`config.mk`:
```
export PLATFORM = sky130hd
export DESIGN_NAME = at_line_battery_percent_parse
export DESIGN_NICKNAME = d
export VERILOG_FILES = /design/src/hdl/atbp_pkg.sv /design/src/hdl/at_line_battery_percent_parse.sv /design/src/hdl/atbp_scan.sv /design/src/hdl/atbp_num.sv /design/src/hdl/atbp_decide.sv
export SDC_FILE = /design/constraint.sdc
export NUM_CORES = 1
export LEC_CHECK = 0
export ABC_AREA = 1
export BUFFER_PORTS_ARGS = -buffer_cell sky130_fd_sc_hd__buf_2
export CORE_UTILIZATION = 38
export DETAILED_ROUTE_END_ITERATION = 10
export PLACE_DENSITY = 0.57
export SKIP_CTS_REPAIR_TIMING = 1
export SLEW_MARGIN = 20
export SYNTH_ARGS = -nofsm -noshare
export SYNTH_HDL_FRONTEND = slang
export SYNTH_SLANG_ARGS = --single-unit
```
`constraint.sdc`:
```
create_clock -name i_clk -period 3.4 [get_ports i_clk]
set_input_delay 0.51 -clock i_clk [delete_from_list [all_inputs] [get_ports i_clk]]
set_output_delay 0.51 -clock i_clk [all_outputs]
set_load 0.1 [all_outputs]
```
`src/hdl/atbp_pkg.sv`:
```
// shared types, constants and the substring matcher step for the at line battery parser
// no dependencies; used by the top level, atbp_scan, atbp_num and atbp_decide
package atbp_pkg;

    localparam int PatW = 96;

    // patterns right-aligned, first character in the highest used byte
    localparam logic [PatW-1:0] PAT_PHONE  = "+iphoneaccev";
    localparam logic [PatW-1:0] PAT_CIND   = "+cind:";
    localparam logic [PatW-1:0] PAT_CIEV   = "+ciev";
    localparam logic [PatW-1:0] PAT_XEVENT = "+xevent";
    localparam logic [PatW-1:0] PAT_BIEV   = "+biev";
    localparam logic [PatW-1:0] PAT_BATT   = "batt";

    localparam logic [3:0] LEN_PHONE  = 4'd12;
    localparam logic [3:0] LEN_CIND   = 4'd6;
    localparam logic [3:0] LEN_CIEV   = 4'd5;
    localparam logic [3:0] LEN_XEVENT = 4'd7;
    localparam logic [3:0] LEN_BIEV   = 4'd5;
    localparam logic [3:0] LEN_BATT   = 4'd4;

    localparam int SEEN_PHONE  = 0;
    localparam int SEEN_CIND   = 1;
    localparam int SEEN_CIEV   = 2;
    localparam int SEEN_XEVENT = 3;
    localparam int SEEN_BIEV   = 4;
    localparam int SEEN_BATT   = 5;
    localparam int SEEN_PUNCT  = 6;

    localparam logic [7:0] CH_QUOTE  = 8'h22;
    localparam logic [7:0] CH_LPAREN = 8'h28;
    localparam logic [7:0] CH_DASH   = 8'h2D;
    localparam logic [7:0] CH_ZERO   = 8'h30;
    localparam logic [7:0] CH_NINE   = 8'h39;
    localparam logic [7:0] CH_UP_A   = 8'h41;
    localparam logic [7:0] CH_UP_Z   = 8'h5A;
    localparam logic [7:0] CASE_OFS  = 8'h20;

    localparam logic [6:0] NUM_SAT   = 7'd101;
    localparam logic [6:0] PCT_MAX   = 7'd100;
    localparam logic [6:0] AT_SMALL  = 7'd9;
    localparam logic [6:0] CIND_MAX  = 7'd5;
    localparam logic [6:0] AT_SCALE  = 7'd10;
    localparam logic [6:0] CIND_SCALE = 7'd20;
    localparam logic [1:0] CNT_MAX   = 2'd2;

    typedef struct packed {
        logic [3:0] pos;
        logic       hit;
    } t_adv;

    // per-line number summary after the pending number is closed
    typedef struct packed {
        logic [1:0] count;
        logic [6:0] last;
        logic [6:0] last_in;
        logic       found;
    } t_num_sum;

    typedef struct packed {
        logic       valid;
        logic [6:0] pct;
    } t_result;

    function automatic logic [7:0] fold_case(input logic [7:0] ch);
        logic [7:0] r;
        r = ch;
        if (ch >= CH_UP_A && ch <= CH_UP_Z) begin
            r = ch + CASE_OFS;
        end
        return r;
    endfunction

    // no pattern has a proper prefix equal to a suffix, so a miss restarts at 0 or 1
    function automatic t_adv match_adv(input logic [3:0] pos, input logic [7:0] ch,
                                       input logic [PatW-1:0] pat, input logic [3:0] len);
        logic [3:0] p;
        logic [3:0] idx;
        logic [3:0] lst;
        logic [7:0] want;
        logic [7:0] first;
        t_adv       r;
        p     = (pos >= len) ? 4'd0 : pos;
        idx   = len - 4'd1 - p;
        lst   = len - 4'd1;
        want  = pat[{idx, 3'b000} +: 8];
        first = pat[{lst, 3'b000} +: 8];
        r.hit = 1'b0;
        if (ch == want) begin
            if (p + 4'd1 == len) begin
                r.hit = 1'b1;
                r.pos = 4'd0;
            end else begin
                r.pos = p + 4'd1;
            end
        end else begin
            r.pos = (ch == first) ? 4'd1 : 4'd0;
        end
        return r;
    endfunction

endpackage

```
`src/hdl/at_line_battery_percent_parse.sv`:
```
// AT response line battery parser: takes one character word per cycle and, on the line-end
// word, returns one result word with a validity flag and the battery percent (0..100).
// An accepted word first goes into the input register; from there the matchers, number
// accumulator and decision work in a single pass into the result register.
// Sustained rate is one word per cycle; a line-end word stays in the input register only
// while the previous result has not yet been taken. Characters never produce a result.
// Depends on atbp_pkg, atbp_scan, atbp_num and atbp_decide.
module at_line_battery_percent_parse import atbp_pkg::*; (
    input  logic       i_clk,
    input  logic       i_rst_n,
    input  logic       i_s_tvalid,
    output logic       o_s_tready,
    input  logic [7:0] i_s_tdata,   // [7:0] char_byte
    input  logic       i_s_tlast,   // end of line
    output logic       o_m_tvalid,
    input  logic       i_m_tready,
    output logic [7:0] o_m_tdata,   // [6:0] battery_percent, [7] zero
    output logic       o_m_tuser    // [0] percent_valid
);

    logic       r_in_valid;
    logic [7:0] r_in_char;
    logic       r_in_last;
    logic       r_out_valid, n_out_valid;
    t_result    r_out, n_out;

    logic       out_free;
    logic       step;
    logic       take;
    logic [6:0] seen;
    t_num_sum   sum;
    t_result    res;

    assign out_free   = !r_out_valid || i_m_tready;
    assign step       = r_in_valid && (!r_in_last || out_free);
    assign o_s_tready = !r_in_valid || step;
    assign take       = i_s_tvalid && o_s_tready;

    always_ff @(posedge i_clk) begin
        if (!i_rst_n) begin
            r_in_valid <= 1'b0;
        end else if (take) begin
            r_in_valid <= 1'b1;
        end else if (step) begin
            r_in_valid <= 1'b0;
        end
    end

    always_ff @(posedge i_clk) begin
        if (take) begin
            r_in_char <= i_s_tdata;
            r_in_last <= i_s_tlast;
        end
    end

    atbp_scan u_scan (
        .i_clk   (i_clk),
        .i_rst_n (i_rst_n),
        .i_step  (step),
        .i_end   (r_in_last),
        .i_ch    (r_in_char),
        .o_seen  (seen)
    );

    atbp_num u_num (
        .i_clk   (i_clk),
        .i_rst_n (i_rst_n),
        .i_step  (step),
        .i_end   (r_in_last),
        .i_ch    (r_in_char),
        .o_sum   (sum)
    );

    atbp_decide u_decide (
        .i_seen (seen),
        .i_sum  (sum),
        .o_res  (res)
    );

    always_comb begin
        n_out_valid = r_out_valid && !i_m_tready;
        n_out       = r_out;
        if (step && r_in_last) begin
            n_out_valid = 1'b1;
            n_out       = res;
        end
    end

    always_ff @(posedge i_clk) begin
        if (!i_rst_n) begin
            r_out_valid <= 1'b0;
        end else begin
            r_out_valid <= n_out_valid;
        end
    end

    always_ff @(posedge i_clk) begin
        r_out <= n_out;
    end

    assign o_m_tvalid = r_out_valid;
    assign o_m_tdata  = {1'b0, r_out.pct};
    assign o_m_tuser  = r_out.valid;

endmodule

```
`src/hdl/atbp_scan.sv`:
```
// substring matchers and seen flags of one line
// depends on atbp_pkg
module atbp_scan import atbp_pkg::*; (
    input  logic       i_clk,
    input  logic       i_rst_n,
    input  logic       i_step,
    input  logic       i_end,
    input  logic [7:0] i_ch,
    output logic [6:0] o_seen
);

    logic [3:0] r_phone, n_phone;
    logic [2:0] r_cind, n_cind;
    logic [2:0] r_ciev, n_ciev;
    logic [2:0] r_xev, n_xev;
    logic [2:0] r_biev, n_biev;
    logic [2:0] r_batt, n_batt;
    logic [6:0] r_seen, n_seen;

    logic [7:0] ch;
    t_adv a_phone, a_cind, a_ciev, a_xev, a_biev, a_batt;

    always_comb begin
        ch      = fold_case(i_ch);
        a_phone = match_adv(r_phone, ch, PAT_PHONE, LEN_PHONE);
        a_cind  = match_adv({1'b0, r_cind}, ch, PAT_CIND, LEN_CIND);
        a_ciev  = match_adv({1'b0, r_ciev}, ch, PAT_CIEV, LEN_CIEV);
        a_xev   = match_adv({1'b0, r_xev}, ch, PAT_XEVENT, LEN_XEVENT);
        a_biev  = match_adv({1'b0, r_biev}, ch, PAT_BIEV, LEN_BIEV);
        a_batt  = match_adv({1'b0, r_batt}, ch, PAT_BATT, LEN_BATT);

        n_phone = r_phone;
        n_cind  = r_cind;
        n_ciev  = r_ciev;
        n_xev   = r_xev;
        n_biev  = r_biev;
        n_batt  = r_batt;
        n_seen  = r_seen;
        if (i_step) begin
            if (i_end) begin
                n_phone = '0;
                n_cind  = '0;
                n_ciev  = '0;
                n_xev   = '0;
                n_biev  = '0;
                n_batt  = '0;
                n_seen  = '0;
            end else begin
                n_phone = a_phone.pos;
                n_cind  = a_cind.pos[2:0];
                n_ciev  = a_ciev.pos[2:0];
                n_xev   = a_xev.pos[2:0];
                n_biev  = a_biev.pos[2:0];
                n_batt  = a_batt.pos[2:0];
                n_seen[SEEN_PHONE]  = r_seen[SEEN_PHONE]  | a_phone.hit;
                n_seen[SEEN_CIND]   = r_seen[SEEN_CIND]   | a_cind.hit;
                n_seen[SEEN_CIEV]   = r_seen[SEEN_CIEV]   | a_ciev.hit;
                n_seen[SEEN_XEVENT] = r_seen[SEEN_XEVENT] | a_xev.hit;
                n_seen[SEEN_BIEV]   = r_seen[SEEN_BIEV]   | a_biev.hit;
                n_seen[SEEN_BATT]   = r_seen[SEEN_BATT]   | a_batt.hit;
                // a double quote, an opening parenthesis or a dash counts
                if (ch inside {CH_QUOTE, CH_LPAREN, CH_DASH}) begin
                    n_seen[SEEN_PUNCT] = 1'b1;
                end
            end
        end
    end

    always_ff @(posedge i_clk) begin
        if (!i_rst_n) begin
            r_phone <= '0;
            r_cind  <= '0;
            r_ciev  <= '0;
            r_xev   <= '0;
            r_biev  <= '0;
            r_batt  <= '0;
            r_seen  <= '0;
        end else begin
            r_phone <= n_phone;
            r_cind  <= n_cind;
            r_ciev  <= n_ciev;
            r_xev   <= n_xev;
            r_biev  <= n_biev;
            r_batt  <= n_batt;
            r_seen  <= n_seen;
        end
    end

    assign o_seen = r_seen;

endmodule

```
`src/hdl/atbp_num.sv`:
```
// decimal number extraction with saturation at 101, plus per-line number summary
// depends on atbp_pkg
module atbp_num import atbp_pkg::*; (
    input  logic       i_clk,
    input  logic       i_rst_n,
    input  logic       i_step,
    input  logic       i_end,
    input  logic [7:0] i_ch,
    output t_num_sum   o_sum
);

    logic [6:0] r_acc, n_acc;
    logic       r_inside, n_inside;
    logic [1:0] r_count, n_count;
    logic [6:0] r_last, n_last;
    logic [6:0] r_last_in, n_last_in;
    logic       r_found, n_found;

    t_num_sum   fin;
    logic [6:0] base;
    logic [9:0] grown;
    logic [3:0] digit;

    // the summary as it stands once a pending number is closed
    always_comb begin
        fin.count   = r_count;
        fin.last    = r_last;
        fin.last_in = r_last_in;
        fin.found   = r_found;
        if (r_inside) begin
            fin.last = r_acc;
            if (r_acc <= PCT_MAX) begin
                fin.last_in = r_acc;
                fin.found   = 1'b1;
            end
            if (r_count < CNT_MAX) begin
                fin.count = r_count + 2'd1;
            end
        end
    end

    always_comb begin
        base  = r_inside ? r_acc : 7'd0;
        digit = i_ch[3:0] - CH_ZERO[3:0];
        grown = {3'b000, base} * 10'd10 + {6'b000000, digit};

        n_acc     = r_acc;
        n_inside  = r_inside;
        n_count   = r_count;
        n_last    = r_last;
        n_last_in = r_last_in;
        n_found   = r_found;
        if (i_step) begin
            if (i_end) begin
                n_acc     = '0;
                n_inside  = 1'b0;
                n_count   = '0;
                n_last    = '0;
                n_last_in = '0;
                n_found   = 1'b0;
            end else if (i_ch inside {[CH_ZERO:CH_NINE]}) begin
                n_inside = 1'b1;
                if (base < NUM_SAT) begin
                    n_acc = (grown > {3'b000, NUM_SAT}) ? NUM_SAT : grown[6:0];
                end else begin
                    n_acc = base;
                end
            end else begin
                n_acc     = '0;
                n_inside  = 1'b0;
                n_count   = fin.count;
                n_last    = fin.last;
                n_last_in = fin.last_in;
                n_found   = fin.found;
            end
        end
    end

    always_ff @(posedge i_clk) begin
        if (!i_rst_n) begin
            r_acc     <= '0;
            r_inside  <= 1'b0;
            r_count   <= '0;
            r_last    <= '0;
            r_last_in <= '0;
            r_found   <= 1'b0;
        end else begin
            r_acc     <= n_acc;
            r_inside  <= n_inside;
            r_count   <= n_count;
            r_last    <= n_last;
            r_last_in <= n_last_in;
            r_found   <= n_found;
        end
    end

    assign o_sum = fin;

endmodule

```
`src/hdl/atbp_decide.sv`:
```
// line-end priority decision and percent normalization
// depends on atbp_pkg
module atbp_decide import atbp_pkg::*; (
    input  logic [6:0] i_seen,
    input  t_num_sum   i_sum,
    output t_result    o_res
);

    logic       use_in;
    logic [6:0] v;
    logic       at_ok;
    logic [6:0] at_pct;
    logic [6:0] cind_pct;

    always_comb begin
        use_in   = !(i_seen[SEEN_PHONE] || i_seen[SEEN_CIND] || i_seen[SEEN_CIEV]);
        v        = use_in ? i_sum.last_in : i_sum.last;
        at_ok    = (v <= PCT_MAX);
        at_pct   = (v <= AT_SMALL) ? v * AT_SCALE : v;
        cind_pct = (v <= CIND_MAX) ? v * CIND_SCALE : at_pct;

        o_res.valid = 1'b0;
        o_res.pct   = '0;
        if (i_sum.count != 2'd0) begin
            if (i_seen[SEEN_PHONE]) begin
                o_res.valid = (i_sum.count >= CNT_MAX) && at_ok;
                o_res.pct   = at_pct;
            end else if (i_seen[SEEN_CIND]) begin
                o_res.valid = !i_seen[SEEN_PUNCT] && at_ok;
                o_res.pct   = cind_pct;
            end else if (i_seen[SEEN_CIEV]) begin
                o_res.valid = at_ok;
                o_res.pct   = cind_pct;
            end else if (i_seen[SEEN_XEVENT] || i_seen[SEEN_BIEV] || i_seen[SEEN_BATT]) begin
                o_res.valid = i_sum.found && at_ok;
                o_res.pct   = at_pct;
            end
        end
        if (!o_res.valid) begin
            o_res.pct = '0;
        end
    end

endmodule

```
**Yosys cells after proc, flatten, opt, wreduce, memory -nomap -nowiden**

Cells that the tools add are included.

- Add/subtract/negate cells: 15
- Multipliers: 3
- $lt $le $gt $ge: 18
- Equality and inequality tests: 18
- Shift operators: 6
- Muxes and demuxes: 70
- Bitwise logic cells: 6
- Reductions and logical operators: 28

Operators with widths:

| kind | number |
|---|---|
| 96-bit by 8-bit variable part select with 8-bit output (first input constant) | 6 |
| 7-bit two-way mux | 13 |
| 3-bit two-way mux | 20 |
| 8-bit two-way mux | 7 |
| 8-bit == test | 6 |
| 8-bit by 6-bit == test with 1-bit output (second input constant) | 4 |
| 1-bit two-way mux | 22 |
| 3-bit by 1-bit adder with 4-bit output (second input constant) | 5 |
| 4-bit by 3-bit == test with 1-bit output (second input constant) | 5 |
| 17-bit two-way mux | 1 |
| 4-bit two-way mux | 4 |
| 3-bit by 4-bit subtractor with 4-bit output (first input constant) | 4 |
| 3-bit greater-or-equal comparator (second input constant) | 5 |
| 7-bit <= comparator (second input constant) | 2 |
| 10-bit by 4-bit adder with 10-bit output | 1 |
| 10-bit by 7-bit greater-than comparator with 1-bit output (second input constant) | 1 |
| 1-bit logical AND | 9 |
| 7-bit by 3-bit multiplier with 9-bit output (second input constant) | 1 |
| 8-bit by 6-bit adder with 8-bit output (second input constant) | 1 |
| 8-bit by 7-bit == test with 1-bit output (second input constant) | 1 |
| 8-bit by 6-bit greater-or-equal comparator with 1-bit output (second input constant) | 1 |
| 8-bit by 7-bit greater-or-equal comparator with 1-bit output (second input constant) | 1 |
| 8-bit by 6-bit <= comparator with 1-bit output (second input constant) | 1 |
| 8-bit by 7-bit <= comparator with 1-bit output (second input constant) | 1 |
| other kinds (21) | 42 |

- Bits in registers: 70
- Input port bits: 13
- Output and inout bits: 11
- Word-level logic and storage cells: 184

**Longest topological paths before layout**

- Word-level depth: 12
- Gate-level depth with buffers: 21
- Gate-level depth less buffers: 21

**By module**

Synthesis repeated with hierarchy kept, for this count alone.

- Cell total of the unflattened synthesis: 970
- Area total of the unflattened synthesis: 6264.8 um^2

Modules (own cells, without submodules):

| module | times used | cells an instance | area an instance (um^2) | seq. area each (um^2) |
|---|---|---|---|---|
| atbp_scan | 1 | 520 | 3089.2 | 520.5 |
| atbp_num | 1 | 280 | 1805.5 | 500.5 |
| atbp_decide | 1 | 132 | 726.9 | 0.0 |
| at_line_battery_percent_parse | 1 | 38 | 643.1 | 550.5 |

**Least setup slack after synthesis**

Ideal clock, no wire load.

- Path type: register to register
- Start point: register r_out_valid (netlist: o_m_tvalid)
- End point: register r_in_char[0], enable pin
- Setup time: 0.284 ns
- Arrival: 2.436 ns
- Data required time: 3.116 ns
- Path slack: 0.680 ns
- Stages on the path, launching flop included: 6
- Buffers on the path: 0
- Clock period less this slack: 2.720 ns
- Cell sequence: dfxtp_1 inv_1 nor2_1 nand3_1 nand2_1 inv_1

- Cells in the longest elaborated chain, start to end: 6

RTL lines:

| element | line | RTL |
|---|---|---|
| start: declaration | at_line_battery_percent_parse.sv:24 | `logic r_out_valid, n_out_valid;` |
| start signal: assignment | at_line_battery_percent_parse.sv:93 | `r_out_valid <= n_out_valid;` |
| 1-bit logical NOT | at_line_battery_percent_parse.sv:34 | `assign out_free = !r_out_valid \|\| i_m_tready;` |
| 1-bit logical OR | at_line_battery_percent_parse.sv:34 |  |
| 1-bit logical OR | at_line_battery_percent_parse.sv:35 | `assign step = r_in_valid && (!r_in_last \|\| out_free);` |
| 1-bit logical AND | at_line_battery_percent_parse.sv:35 |  |
| 1-bit logical OR | at_line_battery_percent_parse.sv:36 | `assign o_s_tready = !r_in_valid \|\| step;` |
| named net o_s_tready | at_line_battery_percent_parse.sv:12 | `output logic o_s_tready,` |
| 1-bit logical AND | at_line_battery_percent_parse.sv:37 | `assign take = i_s_tvalid && o_s_tready;` |
| named net take | at_line_battery_percent_parse.sv:29 | `logic take;` |
| end signal: assignment | at_line_battery_percent_parse.sv:51 | `r_in_char <= i_s_tdata;` |
| end: declaration | at_line_battery_percent_parse.sv:22 | `logic [7:0] r_in_char;` |

The timed path passes the listed nets, and every way through them passes these cells.
A chain may end at the register's enable or synchronous reset.

**Worst setup path after layout**

- Start point: register u_num.r_inside
- End point: register u_num.r_acc[2]

- Cells in the longest elaborated chain, start to end: 8
- Elaborated cells between the ends (all ways): 9
- Those cells by class: 1 x add/sub; 1 x mul; 2 x order compare; 5 x mux

RTL lines:

| element | line | RTL |
|---|---|---|
| start: declaration | atbp_num.sv:13 | `logic r_inside, n_inside;` |
| start signal: assignment | atbp_num.sv:89 | `r_inside <= n_inside;` |
| 7-bit two-way mux (*) | atbp_num.sv:43 | `base = r_inside ? r_acc : 7'd0;` |
| 7-bit by 3-bit multiplier with 9-bit output | atbp_num.sv:45 | `grown = {3'b000, base} * 10'd10 + {6'b000000, digit};` |
| 10-bit by 4-bit adder with 10-bit output | atbp_num.sv:45 |  |
| 10-bit by 7-bit greater-than comparator with 1-bit output | atbp_num.sv:64 | `n_acc = (grown > {3'b000, NUM_SAT}) ? NUM_SAT : grown[6:0];` |
| 7-bit two-way mux | atbp_num.sv:64 |  |
| 7-bit two-way mux (*) | atbp_num.sv:63 | `if (base < NUM_SAT) begin` |
| 7-bit two-way mux (*) | atbp_num.sv:61 | `end else if (i_ch inside {[CH_ZERO:CH_NINE]}) begin` |
| 7-bit two-way mux (*) | atbp_num.sv:54 | `if (i_end) begin` |
| end signal: assignment | atbp_num.sv:88 | `r_acc <= n_acc;` |
| end: declaration | atbp_num.sv:12 | `logic [6:0] r_acc, n_acc;` |

Mark *: on every way between the ends. The rest lies on a longest branch, timed or not.

==> run summary <==
Placed Area: 6230 µm²
Yosys cell types: 44
Critical path's slowest cell: fa_1
H-tree Lvls: 3
Commonest non-fill, non-tap cell in the layout: nand2_1
Ports: 24
Sw power: 0.557 mW
Most frequent CP cell: nand2_1
CP max stage delay: 420 ps
Syn Nets: 970
Die Wd: 127 µm
RR Startpoint: u_num.r_inside
HP Class: in2reg
Chip height: 127 µm
Met3 routed WL: 707 µm
Post-synthesis sequential area ratio: 26.6%
Clk buf depth: 2
Status: finished, final reports clean
Critical path class: reg2reg
Critical-path cell list: buf_4, nand2_1, nor2_1, inv_1, nand2_1, inv_1, ha_1, inv_1, fa_1, nor2_1, nand2_1, o21ai_0, nand3_1, nor2_2, nand4_1, nand2_1, a21oi_1
Post-Syn Area per Cell: 6.49 µm²
Total internal power: 1.63 mW
Post-DRT Antenna Nets: 0
Site Rows: 45
Worst Tran Pin Value: 895 ps
Fmax: 0.331 GHz
Most frequent cells in the layout: 265 x nand2_1, 115 x inv_1, 89 x nand3_1
CP Launch Type: flop
RSZ-0062 raised after global routing: no
Placed cells: 1112
Hpwl dp: 11400 µm
Hold EP: r_in_char[7]
Initial antenna violation count: 0
Net count, final: 994
Register bit total from synthesis: 70
Cell area after synthesis: 5910 µm²
Final instance area: 6580 µm²
Metal2 WL: 6640 µm
Initial Utilization: 38.9%
Sw Ratio: 25.5%
Global Route Usage Sum: 19.9%
Non-filler instance count after layout: 1128
Vias in the first global route: 5067
GP Congestion: 0.803
1st-iter DRT viols: 372
Syn Inst Count: 911
Fin. Hold Viols: 0
Clock power frac: 50.4%
Post-synth top area cell: dfxtp_1
Critical Path Fanout Max: 17
Util after Layout: 43.3%
Area contributors post-synth: dfxtp_1 18%, nand2_1 17%, ha_1 9.1%, edfxtp_1 8.6%, nand3_1 7.5%
Cells on Worst Hold Path: 1
Avg Vias per Cell: 4.98
CORE AREA: 15200 µm²
Vias: 5623
Worst reg2reg path endpoint: u_num.r_acc[2]
Clock sinks: 70
Slew margin rel.: 40.3%
Highest Signal Layer: met4
First-pass GRT wire length: 25300 µm
Largest net degree at the start of global routing: 30
Root buf cell: clkbuf_16
Logic gate share of total power: 9.4%
Fin crit period: 3020 ps
Async SR Flop Fraction: 0%
Max Cap Viol: 0
Total gr overflow: 0
Worst Path Arrival: 3250 ps
Period Utilization, post-route: 89.0%
Clk slew on worst S/H paths: 60 ps
Die ar.: 16100 µm²
R2R cell count: 17
Setup_tns: 0 ps
Yosys warning count: 0
Worst hold start: i_s_tdata[7]
Total Wirelength: 15200 µm
Flop-to-flop setup slack: 380 ps
Layout area overhead: 11.3%
Most used flip-flop cell after synthesis: dfxtp_1
Reg power frac: 40.2%
1st-pass router iterations: 5
Area share of the leading cell type in the synthesized netlist: 18.0%
Number of buffers added on ports: 22
Leakage: 3.20 nW
Endpoints failing setup: 0
# diodes: 0
Met1 wire length: 7570 µm
Remaining DRCs: 0
Drt wl/cell: 13.5 µm
Layout cells sized above 1: 11.2%
PD cells: 332 nW/µm²
Worst Path Required: 3620 ps
EDFF count, synth: 17
Post-route clock skew: 10.7 ps
Max-slew violations: 0
CTS tree: yes
VDD IR max: 0.305 mV
Worst-Skew Late Latency: 340 ps
Num CTS Buffers: 9
CP Capture Type: flop
-- power groups by stage --
stage          registers [mW]  clock network, mW  logic [mW]
2_1_floorplan           0.906                  0       0.139
3_5_place_dp            0.898                  0       0.206
5_1_grt                 0.882               1.15       0.227
6_report                0.880               1.10       0.206
4_1_cts                 0.879               1.12       0.207
3_3_place_gp            0.897                  0       0.207
-- flip-flops by register name, indices dropped and copies added (netlist names) --
| signal | count |
|---|---|
| r_in_char | 8 |
| o_m_tdata | 7 |
| u_num.r_acc | 7 |
| u_num.r_last | 7 |
| u_num.r_last_in | 7 |
| u_scan.o_seen | 7 |
| u_scan.r_phone | 4 |
| u_scan.r_batt | 3 |
| u_scan.r_biev | 3 |
| u_scan.r_ciev | 3 |
| u_scan.r_cind | 3 |
| u_scan.r_xev | 3 |
| u_num.r_count | 2 |
| o_m_tuser | 1 |
| o_m_tvalid | 1 |
| r_in_last | 1 |
| r_in_valid | 1 |
| u_num.r_found | 1 |
| u_num.r_inside | 1 |
-- cell type report --
type                    instances  area (µm²)
clock inverters                 5        86.3
flip-flops and latches         70        1570
fillers                      1615        8620
clock buffers                  11         264
inverters                     132         497
multi-input cells             692        3750
repair buffers                 30         170
well taps                     188         235
-- synthesized netlist by cell type, types with 4 or more instances --
library cell	instances
nor2_2	9
nand3_1	89
nand2_4	5
buf_2	6
nand3b_1	8
nand4_1	14
a32oi_1	6
o22ai_1	5
clkbuf_1	7
ha_1	43
dfxtp_1	53
xnor2_1	5
buf_4	4
clkinv_1	4
a21oi_1	54
nor3_1	7
nand3_2	7
nand2_2	12
edfxtp_1	17
o21ai_0	32
nand2_1	265
inv_1	115
xor2_1	16
o211ai_1	5
nor2_1	82
inv_2	12
-- per-layer routing --
layer  track usage [%]  up-vias
met3              3.63       21
met4              7.14        0
met2              30.5      116
met5                 0        -
met1              27.9     2498
li1                  -     2988
-- metrics by stage --
step | setup WS (ps) | hold slack, ps | total power [mW]
finish | 375 | 337 | 2.19
global route | 7.73 | 334 | 2.26
CTS | 419 | 328 | 2.21
detailed placement | 420 | 445 | 1.10
global placement | 405 | 445 | 1.10
floorplan | 680 | 430 | 1.05
-- cells by family (layout without fill, tap and decap cells) --
kind of cell	count (synthesis)	in the layout	synth area share, %
other	1	1	0.0635
DFF	70	70	26.6
adders and majority gates	46	46	10.1
and+or+nand+nor	510	510	39.0
xor gates and xnor gates	22	22	3.39
buffers and inverters	149	178	9.87
AOI/OAI and AO/OA	113	113	11.0
-- critical path: cells and delay by family (launching register included) --
kind                     cells  cell delay (ps)
buffers and inverters        4              440
AND/OR/NAND/NOR              9             1290
flip-flops                   1              330
AO/OA/AOI/OAI                2              230
adder cells (fa/ha/maj)      2              620
-- worst max-delay path by stage --
stage,startpoint,to,cells past startpoint
floorplan,o_m_tvalid,r_in_char[0],5
global placement,u_num.r_inside,u_num.r_acc[2],17
detailed placement,u_num.r_inside,u_num.r_acc[2],17
CTS,u_num.r_inside,u_num.r_acc[2],17
global route,u_num.r_inside,u_num.r_acc[4],20
finish,u_num.r_inside,u_num.r_acc[2],17
Note: power is estimated with default switching activity, not from simulation.
